$ cat src/hdl/rmp_pkg.sv
package rmp_pkg;

	localparam int ID_W    = 8;
	localparam int RATE_W  = 7;
	localparam int DIM_W   = 16;
	localparam int ENTRY_W = ID_W + RATE_W;
	localparam int NUM_W   = 24;

	localparam logic [RATE_W-1:0] FULL_PERCENT = 7'd100;

	// Configuration register indexes.
	localparam logic REG_ROWS = 1'b0;
	localparam logic REG_COLS = 1'b1;

	typedef enum logic [3:0] {
		ST_IDLE,
		ST_INS_CMP,
		ST_INS_PUT,
		ST_SUM_RD,
		ST_SUM_ACC,
		ST_PART_RD,
		ST_PART_MUL,
		ST_PART_DIV,
		ST_PART_OUT
	} state_t;

endpackage

$ cat src/hdl/rmp_div.sv
module rmp_div #(
	parameter int SW = 11
) (
	input  logic                     clk,
	input  logic                     arst_n,
	input  logic                     start,
	input  logic [rmp_pkg::NUM_W-1:0] num,
	input  logic [SW-1:0]            den,
	output logic                     done,
	output logic [rmp_pkg::DIM_W-1:0] quo
);

	localparam int NW = rmp_pkg::NUM_W;
	localparam int CNT_W = $clog2(NW);

	logic [NW-1:0]    shift_q;
	logic [SW-1:0]    rem_q;
	logic [CNT_W-1:0] cnt_q;
	logic             busy_q;
	logic             done_q;
	logic [SW:0]      trial;
	logic             qbit;

	// One quotient bit per cycle, restoring form.
	assign trial = {rem_q, shift_q[NW-1]};
	assign qbit  = (trial >= {1'b0, den});

	always_ff @(posedge clk or negedge arst_n) begin
		if (!arst_n) begin
			busy_q <= 1'b0;
			done_q <= 1'b0;
			cnt_q  <= '0;
		end else begin
			done_q <= 1'b0;
			if (start) begin
				busy_q <= 1'b1;
				cnt_q  <= '0;
			end else if (busy_q) begin
				cnt_q <= cnt_q + 1'b1;
				if (cnt_q == CNT_W'(NW - 1)) begin
					busy_q <= 1'b0;
					done_q <= 1'b1;
				end
			end
		end
	end

	// The dividend register fills with quotient bits as it shifts out.
	always_ff @(posedge clk) begin
		if (start) begin
			shift_q <= num;
			rem_q   <= '0;
		end else if (busy_q) begin
			shift_q <= {shift_q[NW-2:0], qbit};
			rem_q   <= qbit ? SW'(trial - {1'b0, den}) : trial[SW-1:0];
		end
	end

	assign done = done_q;
	assign quo  = shift_q[rmp_pkg::DIM_W-1:0];

endmodule

$ cat src/hdl/rated_matrix_partitioner.sv
// Rated matrix partitioner.
// Requests on the input channel (in_valid/in_ready) carry a node id, a rating
// in percent (saturated to 100) and a last flag. Each request is inserted into
// an on-chip table kept sorted by ascending rating; equal ratings keep arrival
// order. Insertion walks the table one entry per cycle through the single
// table read port. A request with last set starts the partition of a
// matrix_rows x matrix_cols matrix: one pass sums the ratings (a read and an
// accumulate state per entry), then each node gets one rectangle on the output
// channel (out_valid/out_ready), cut alternately along columns and rows. Each
// rectangle passes a read, a multiply and an output state, with a divide state
// before the output when a division is needed; the bit-serial divider holds
// the walk until it is done. last_slice marks the final rectangle.
// The block handles one request at a time; in_ready is low while it inserts
// or partitions. A stalled receiver holds the current rectangle in its output
// register and the block waits. Table size is MAX_NODES; extra requests are
// dropped, but a dropped last request still starts partitioning.
// The configuration port writes matrix_rows (index 0) or matrix_cols
// (index 1); the user must write only while idle, as the block does not check.
// Reset empties the table, clears both registers and needs no clearing pass.
module rated_matrix_partitioner #(
	parameter int MAX_NODES = 16
) (
	input  logic        clk,
	input  logic        arst_n,
	input  logic        cfg_we,
	input  logic        cfg_index,
	input  logic [15:0] cfg_data,
	input  logic        in_valid,
	output logic        in_ready,
	input  logic [7:0]  node_id,
	input  logic [6:0]  rating,
	input  logic        last,
	output logic        out_valid,
	input  logic        out_ready,
	output logic [7:0]  proc_id,
	output logic [15:0] col_start,
	output logic [15:0] row_start,
	output logic [15:0] slice_cols,
	output logic [15:0] slice_rows,
	output logic        last_slice
);

	localparam int AW = $clog2(MAX_NODES);
	localparam int CW = $clog2(MAX_NODES + 1);
	localparam int SW = $clog2(MAX_NODES * 100 + 1);
	localparam int RW = rmp_pkg::RATE_W;
	localparam int IW = rmp_pkg::ID_W;
	localparam int DW = rmp_pkg::DIM_W;
	localparam int EW = rmp_pkg::ENTRY_W;
	localparam int NW = rmp_pkg::NUM_W;

	rmp_pkg::state_t state_q, state_n;

	logic [EW-1:0] mem [MAX_NODES];
	logic [EW-1:0] rd_q;
	logic [AW-1:0] rd_addr;
	logic [AW-1:0] wr_addr;
	logic [EW-1:0] wr_data;
	logic          wr_en;

	logic [CW-1:0] count_q, pos_q, k_q;
	logic [IW-1:0] new_id_q;
	logic [RW-1:0] new_rate_q;
	logic          new_last_q;
	logic [SW-1:0] rate_sum_q, inv_sum_q;
	logic [DW-1:0] rows_q, cols_q;
	logic [DW-1:0] row_org_q, col_org_q, rows_left_q, cols_left_q;
	logic          cut_q;
	logic [EW-1:0] ent_q;
	logic [DW-1:0] pivot_q;
	logic [NW-1:0] num_q;
	logic          div_go_q;

	logic [RW-1:0] in_rate;
	logic          accept, full, rd_gt, final_k, div_start, div_done;
	logic [RW-1:0] rd_rate, ent_rate, rd_inv;
	logic [DW-1:0] dim, div_quo;
	logic [CW-1:0] remaining;

	assign in_rate  = (rating > rmp_pkg::FULL_PERCENT) ? rmp_pkg::FULL_PERCENT : rating;
	assign accept   = in_valid && in_ready;
	assign full     = (count_q == CW'(MAX_NODES));
	assign rd_rate  = rd_q[RW-1:0];
	assign rd_gt    = (rd_rate > new_rate_q);
	assign ent_rate = ent_q[RW-1:0];
	assign rd_inv   = rmp_pkg::FULL_PERCENT - rd_rate;
	assign dim      = cut_q ? cols_left_q : rows_left_q;
	assign remaining = count_q - k_q;
	assign final_k  = (k_q + 1'b1 == count_q);
	assign div_start = (state_q == rmp_pkg::ST_PART_MUL) && (remaining > CW'(1))
		&& (rate_sum_q != '0) && (inv_sum_q != '0);

	// Sorted table: one write port, one registered read port.
	always_ff @(posedge clk) begin
		if (wr_en) begin
			mem[wr_addr] <= wr_data;
		end
		rd_q <= mem[rd_addr];
	end

	// Next state.
	always_comb begin
		state_n = state_q;
		unique case (state_q)
			rmp_pkg::ST_IDLE: begin
				if (accept) begin
					if (full || count_q == '0) begin
						state_n = last ? rmp_pkg::ST_SUM_RD : rmp_pkg::ST_IDLE;
					end else begin
						state_n = rmp_pkg::ST_INS_CMP;
					end
				end
			end
			rmp_pkg::ST_INS_CMP: begin
				if (rd_gt) begin
					state_n = (pos_q == CW'(1)) ? rmp_pkg::ST_INS_PUT : rmp_pkg::ST_INS_CMP;
				end else begin
					state_n = new_last_q ? rmp_pkg::ST_SUM_RD : rmp_pkg::ST_IDLE;
				end
			end
			rmp_pkg::ST_INS_PUT: begin
				state_n = new_last_q ? rmp_pkg::ST_SUM_RD : rmp_pkg::ST_IDLE;
			end
			rmp_pkg::ST_SUM_RD:   state_n = rmp_pkg::ST_SUM_ACC;
			rmp_pkg::ST_SUM_ACC: begin
				state_n = final_k ? rmp_pkg::ST_PART_RD : rmp_pkg::ST_SUM_RD;
			end
			rmp_pkg::ST_PART_RD:  state_n = rmp_pkg::ST_PART_MUL;
			rmp_pkg::ST_PART_MUL: begin
				state_n = div_start ? rmp_pkg::ST_PART_DIV : rmp_pkg::ST_PART_OUT;
			end
			rmp_pkg::ST_PART_DIV: begin
				if (div_done) begin
					state_n = rmp_pkg::ST_PART_OUT;
				end
			end
			rmp_pkg::ST_PART_OUT: begin
				if (out_ready) begin
					state_n = final_k ? rmp_pkg::ST_IDLE : rmp_pkg::ST_PART_RD;
				end
			end
			default: state_n = rmp_pkg::ST_IDLE;
		endcase
	end

	// Table access and handshake outputs.
	always_comb begin
		in_ready  = 1'b0;
		out_valid = 1'b0;
		wr_en     = 1'b0;
		wr_addr   = pos_q[AW-1:0];
		wr_data   = {new_id_q, new_rate_q};
		rd_addr   = k_q[AW-1:0];
		unique case (state_q)
			rmp_pkg::ST_IDLE: begin
				in_ready = 1'b1;
				rd_addr  = AW'(count_q - 1'b1);
				wr_addr  = '0;
				wr_data  = {node_id, in_rate};
				wr_en    = accept && (count_q == '0);
			end
			rmp_pkg::ST_INS_CMP: begin
				rd_addr = AW'(pos_q - CW'(2));
				wr_en   = 1'b1;
				wr_data = rd_gt ? rd_q : {new_id_q, new_rate_q};
			end
			rmp_pkg::ST_INS_PUT: begin
				wr_en   = 1'b1;
				wr_addr = '0;
			end
			rmp_pkg::ST_PART_OUT: out_valid = 1'b1;
			default: begin
			end
		endcase
	end

	// Control registers.
	always_ff @(posedge clk or negedge arst_n) begin
		if (!arst_n) begin
			state_q     <= rmp_pkg::ST_IDLE;
			count_q     <= '0;
			rows_q      <= '0;
			cols_q      <= '0;
			row_org_q   <= '0;
			col_org_q   <= '0;
			rows_left_q <= '0;
			cols_left_q <= '0;
			cut_q       <= 1'b1;
			k_q         <= '0;
			pos_q       <= '0;
			div_go_q    <= 1'b0;
		end else begin
			state_q  <= state_n;
			div_go_q <= div_start;
			if (cfg_we) begin
				if (cfg_index == rmp_pkg::REG_ROWS) begin
					rows_q <= cfg_data;
				end else begin
					cols_q <= cfg_data;
				end
			end
			unique case (state_q)
				rmp_pkg::ST_IDLE: begin
					pos_q <= count_q;
					k_q   <= '0;
					if (accept && count_q == '0) begin
						count_q <= CW'(1);
					end
				end
				rmp_pkg::ST_INS_CMP: begin
					if (rd_gt) begin
						pos_q <= pos_q - 1'b1;
					end else begin
						count_q <= count_q + 1'b1;
					end
				end
				rmp_pkg::ST_INS_PUT: count_q <= count_q + 1'b1;
				rmp_pkg::ST_SUM_ACC: begin
					if (final_k) begin
						k_q         <= '0;
						row_org_q   <= '0;
						col_org_q   <= '0;
						rows_left_q <= rows_q;
						cols_left_q <= cols_q;
						cut_q       <= 1'b1;
					end else begin
						k_q <= k_q + 1'b1;
					end
				end
				rmp_pkg::ST_PART_OUT: begin
					if (out_ready) begin
						if (cut_q) begin
							col_org_q   <= col_org_q + pivot_q;
							cols_left_q <= cols_left_q - pivot_q;
						end else begin
							row_org_q   <= row_org_q + pivot_q;
							rows_left_q <= rows_left_q - pivot_q;
						end
						cut_q <= !cut_q;
						k_q   <= k_q + 1'b1;
						if (final_k) begin
							count_q <= '0;
						end
					end
				end
				default: begin
				end
			endcase
		end
	end

	// Datapath registers.
	always_ff @(posedge clk) begin
		if (accept) begin
			new_id_q   <= node_id;
			new_rate_q <= in_rate;
			new_last_q <= last;
		end
		if (state_q == rmp_pkg::ST_IDLE) begin
			rate_sum_q <= '0;
			inv_sum_q  <= '0;
		end else if (state_q == rmp_pkg::ST_SUM_ACC) begin
			rate_sum_q <= rate_sum_q + SW'(rd_rate);
			inv_sum_q  <= inv_sum_q + SW'(rd_inv);
		end else if (state_q == rmp_pkg::ST_PART_OUT && out_ready) begin
			rate_sum_q <= rate_sum_q - SW'(ent_rate);
			inv_sum_q  <= inv_sum_q - SW'(rmp_pkg::FULL_PERCENT - ent_rate);
		end
		if (state_q == rmp_pkg::ST_PART_MUL) begin
			ent_q <= rd_q;
			num_q <= NW'(dim) * NW'(rd_inv) + NW'(inv_sum_q) - NW'(1);
			pivot_q <= (remaining <= CW'(1)) ? dim : '0;
		end else if (state_q == rmp_pkg::ST_PART_DIV && div_done) begin
			pivot_q <= div_quo;
		end
	end

	// The divider start is registered in the same cycle as the dividend.
	rmp_div #(
		.SW(SW)
	) u_div (
		.clk   (clk),
		.arst_n(arst_n),
		.start (div_go_q),
		.num   (num_q),
		.den   (inv_sum_q),
		.done  (div_done),
		.quo   (div_quo)
	);

	assign proc_id    = ent_q[EW-1:RW];
	assign col_start  = col_org_q;
	assign row_start  = row_org_q;
	assign slice_cols = cut_q ? pivot_q : cols_left_q;
	assign slice_rows = cut_q ? rows_left_q : pivot_q;
	assign last_slice = final_k;

`ifndef SYNTHESIS
	// Input and output never handshake in the same cycle.
	a_one_side: assert property (@(posedge clk) disable iff (!arst_n)
		!(in_ready && out_valid)) else $error("input and output active together");
	// The table never holds more than its depth.
	a_count: assert property (@(posedge clk) disable iff (!arst_n)
		count_q <= CW'(MAX_NODES)) else $error("node count overflow");
	// The final rectangle empties the table.
	a_empty: assert property (@(posedge clk) disable iff (!arst_n)
		out_valid && out_ready && last_slice |=> count_q == '0)
		else $error("table not emptied after partition");
`endif

endmodule

$ cat config.mk
export PLATFORM = sky130hd
export DESIGN_NAME = rated_matrix_partitioner
export DESIGN_NICKNAME = d
export VERILOG_FILES = /design/src/hdl/rmp_pkg.sv /design/src/hdl/rmp_div.sv /design/src/hdl/rated_matrix_partitioner.sv
export SDC_FILE = /design/constraint.sdc
export NUM_CORES = 1
export LEC_CHECK = 0
export BUFFER_PORTS_ARGS = -buffer_cell sky130_fd_sc_hd__buf_4
export CAP_MARGIN = 10
export CORE_MARGIN = 2
export CORE_UTILIZATION = 54
export DETAILED_ROUTE_END_ITERATION = 16
export PLACE_DENSITY = 0.74
export SETUP_SLACK_MARGIN = 0.02
export SYNTH_ARGS = -nofsm -noshare
export SYNTH_HDL_FRONTEND = slang
export SYNTH_HIERARCHICAL = 1
export SYNTH_SLANG_ARGS = --single-unit
$ cat constraint.sdc
create_clock -name clk -period 6.5 [get_ports clk]
set_input_delay 0 -clock clk [delete_from_list [all_inputs] [get_ports clk]]
set_output_delay 0 -clock clk [all_outputs]
set_load 0.02 [all_outputs]
==> impl_metrics.ini <==
[setup_path]
startpoint_type = flip-flop
critical_path.endpoint_type = flip-flop
worstRegToRegCells = 20
critPathRequiredTime_ps = 6850
critPathMaxFanout = 49
critPathKind = flip-flop to flip-flop
crit_arrival_ps = 6390

[timing]
rsz0062_at_grt = false
layout_worst_path_cycle_share = 0.930
setup_viol = 0
worst_clock_skew_ps = 53.4
timing_max_transition_violations_final = 0
worst-slew-pin-transition_ps = 1030
maxSlewHeadroom = 0.310
achievable-frequency_ghz = 0.165
time_the_worst_path_needs_with_i_o_delays_and_setup_ps = 6040
fin_setup_tns_ps = 0
report.final.hold_viol_count = 0

[synth]
number_of_flops_mapped_to_enable_cells_by_yosys = 335
synth.area.mux_share = 0.0391
synth_top_family_by_area = compound AO/OA/AOI/OAI gates
syn_inst = 2920
ys_top_cells_by_area = sky130_fd_sc_hd__edfxtp_1, sky130_fd_sc_hd__dfrtp_1, sky130_fd_sc_hd__ha_1, sky130_fd_sc_hd__fa_1, sky130_fd_sc_hd__nand2_1
synth.top_cell.area_share = 0.331
synth_ff_type = sky130_fd_sc_hd__edfxtp_1
total_of_flip_flops_plus_latches_after_synthesis = 507
synthDistinctLibCells = 83
synth-simple-area-share = 0.123
netlist_area_um2 = 30400
syn_nets = 3225
syn_avg_cell_area_um2 = 10.4
netlist.top_cell.by_area = sky130_fd_sc_hd__edfxtp_1
synth.most_common_cell = sky130_fd_sc_hd__nand2_1
synth_common_cells = sky130_fd_sc_hd__nand2_1, sky130_fd_sc_hd__edfxtp_1, sky130_fd_sc_hd__inv_1
synth-warning-count = 6
synthXorXnorAreaFrac = 0.0334
post_synth_fa_ha_maj_area_fraction = 0.133
fraction_of_synthesis_flops_using_an_asynchronous_set_or_reset_pin = 0.245
synth-compound-area-share = 0.149
synth_seq_area_share = 0.465

[routing]
drt_drc_violations_left = 0
drt_iter0_markers = 1746
drt_wl_total_um = 79900
route.detailed.vias_per_inst = 5.95
antenna_viol_nets_final = 0
drt_first_pass_iters = 6
num_vias = 22700
avgRoutedWirePerCell_um = 21.0

[clocking]
worstSkewPairLatency_ps = 640
clock_tree.htree_level_count = 2
tritoncts_clock_tree = done
cts_made_buffers = 55
clk_pin_slew_worst_paths_ps = 60
cts-root-to-sink-buffers = 3
cts_root_buffer = sky130_fd_sc_hd__clkbuf_16
clock_sink_total = 507

[place]
dpl.cell_count = 3665
dp_hpwl_um = 54500
gp_routability_congestion = 0.923
port_buffers = 112

[die]
initial_utilization = 0.549
die_area_um2 = 58100
boundaryPins = 113
rows = 86
y_dimension_of_the_die_um = 241
area_of_the_core_um2 = 55300
chipWidth_um = 241

[layout]
fin_util = 0.618
layout-drive-gt1-share = 0.122
num-nets-final = 3321
filler_cell_count = 4479
final_non_filler_cells = 3809
syn_to_final_growth_pct = 12.7

[worst_hold_path]
min_path_cells = 4
hp-class = primary input to flip-flop

[global_routing]
vias_in_the_first_global_route = 22900
grtUsageTotal = 0.278
maximum_number_of_pins_on_one_net_before_global_route_repair = 121
antenna_found_initial = 1
wire_length_of_the_first_global_routing_pass_um = 125000
grt_overflow = 0

[status]
run_status = completed

[job]
drv.max_cap_violation_count = 0
==> sequential cells by signal, indices dropped and copies added (netlist names), 5 cells and up <==
register / cells
u_div/cnt_q: 5
k_q: 5
count_q: 5
u_div/rem_q: 11
col_start: 16
cols_q: 16
rows_left_q: 16
cols_left_q: 16
num_q: 24
pos_q: 5
u_div/shift_q: 24
rd_q: 15
rate_sum_q: 11
new_id_q: 8
mem: 240
row_start: 16
ent_q: 15
inv_sum_q: 11
rows_q: 16
new_rate_q: 7
pivot_q: 16
==> final cells by class <==
class,instances,area [um2],share of cell area
sequential,507,14100,0.413
antenna,1,2.50,0.0000732
timing repair buffer,204,1700,0.0497
inverter,256,961,0.0281
multi-input combinational,1992,14600,0.426
tap,748,936,0.0274
clock inverter,26,373,0.0109
clock buffer,75,1540,0.0451
==> path summary, 6_finish.rpt <==
path	from	endpoint	slack, ps
min	cfg_we	rows_q[1]	60
max reg2reg	cut_q	num_q[23]	460
max in group asynchronous	arst_n	div_go_q	5040
min in group asynchronous	arst_n	u_div/done	380
min reg2reg	rd_q[13]	ent_q[13]	440
max	cut_q	num_q[23]	460
==> metal layers <==
layer  track usage  routed length (um)  up-vias  share of wire
li1              -                   -    10500              -
met4         0.134                3980        0          0.050
met3        0.0387                4700      202          0.059
met2         0.495               40200      759           0.50
met5             0                   0        -              0
met1         0.330               31000    11200           0.39
==> cells by family after synthesis <==
kind of cell / count (synthesis)
AND/OR/NAND/NOR: 820
adder cells (fa/ha/maj): 267
multiplexers: 108
AO/OA/AOI/OAI: 682
flip-flops: 507
XOR/XNOR: 115
buffers and inverters: 421
==> per-stage QoR <==
stage / setup slack, ps / area (um2) / hold slack (ps)
detailed placement: 515 / 31800 / 40.8
CTS: 438 / 34200 / 14.8
global route: 87.6 / 34200 / 71.9
finish: 455 / 34200 / 57.0
global placement: 629 / 31800 / 30.4
floorplan: 485 / 30400 / -296
==> critical path, stage by stage, from the launching register on <==
cell	delay, ps
sky130_fd_sc_hd__dfstp_2	720
sky130_fd_sc_hd__buf_12	310
sky130_fd_sc_hd__mux2i_1	340
sky130_fd_sc_hd__buf_4	230
sky130_fd_sc_hd__nor2_1	80
sky130_fd_sc_hd__fa_1	610
sky130_fd_sc_hd__fa_1	460
sky130_fd_sc_hd__fa_1	550
sky130_fd_sc_hd__inv_1	60
sky130_fd_sc_hd__fa_1	440
sky130_fd_sc_hd__inv_1	70
sky130_fd_sc_hd__ha_1	300
sky130_fd_sc_hd__a21o_1	210
sky130_fd_sc_hd__a21o_1	170
sky130_fd_sc_hd__a21o_1	180
sky130_fd_sc_hd__a21o_1	170
sky130_fd_sc_hd__a211oi_1	240
sky130_fd_sc_hd__o31ai_1	140
sky130_fd_sc_hd__a21o_1	200
sky130_fd_sc_hd__a21oi_1	170
sky130_fd_sc_hd__xnor2_1	70
==> placed cells by master, fill, tap and decap left out, types with 32 or more instances in the layout <==
cell | netlist | routed
sky130_fd_sc_hd__o31ai_1 | 32 | 32
sky130_fd_sc_hd__dlygate4sd3_1 | 0 | 40
sky130_fd_sc_hd__a21oi_1 | 166 | 162
sky130_fd_sc_hd__nand2_1 | 359 | 358
sky130_fd_sc_hd__nor2_1 | 175 | 175
sky130_fd_sc_hd__fa_1 | 93 | 93
sky130_fd_sc_hd__a311oi_1 | 32 | 32
sky130_fd_sc_hd__edfxtp_1 | 335 | 335
sky130_fd_sc_hd__o21ai_0 | 126 | 125
sky130_fd_sc_hd__nand3_1 | 33 | 33
sky130_fd_sc_hd__dfxtp_1 | 48 | 48
sky130_fd_sc_hd__a21o_1 | 39 | 39
sky130_fd_sc_hd__and2_1 | 59 | 59
sky130_fd_sc_hd__buf_4 | 27 | 158
sky130_fd_sc_hd__ha_1 | 174 | 174
sky130_fd_sc_hd__inv_1 | 253 | 253
sky130_fd_sc_hd__xnor2_1 | 65 | 65
sky130_fd_sc_hd__a211oi_1 | 99 | 98
sky130_fd_sc_hd__mux2_2 | 84 | 84
sky130_fd_sc_hd__clkbuf_16 | 0 | 55
sky130_fd_sc_hd__dfrtp_1 | 123 | 123
sky130_fd_sc_hd__nor3_1 | 45 | 45
sky130_fd_sc_hd__xor2_1 | 49 | 49
sky130_fd_sc_hd__a31oi_1 | 42 | 42
==> timing repair <==
action / 4_1_cts / 5_1_grt
hold buffers: 41 / 0
buffers inserted: 0 / 0
hold endpoints to repair: 133 / 0
endpoints found under the setup margin: 0 / 4
resized for setup: 0 / 2
Power is not shown: default switching activity piles up to over one toggle a cycle in this logic, so the estimate is an artifact.
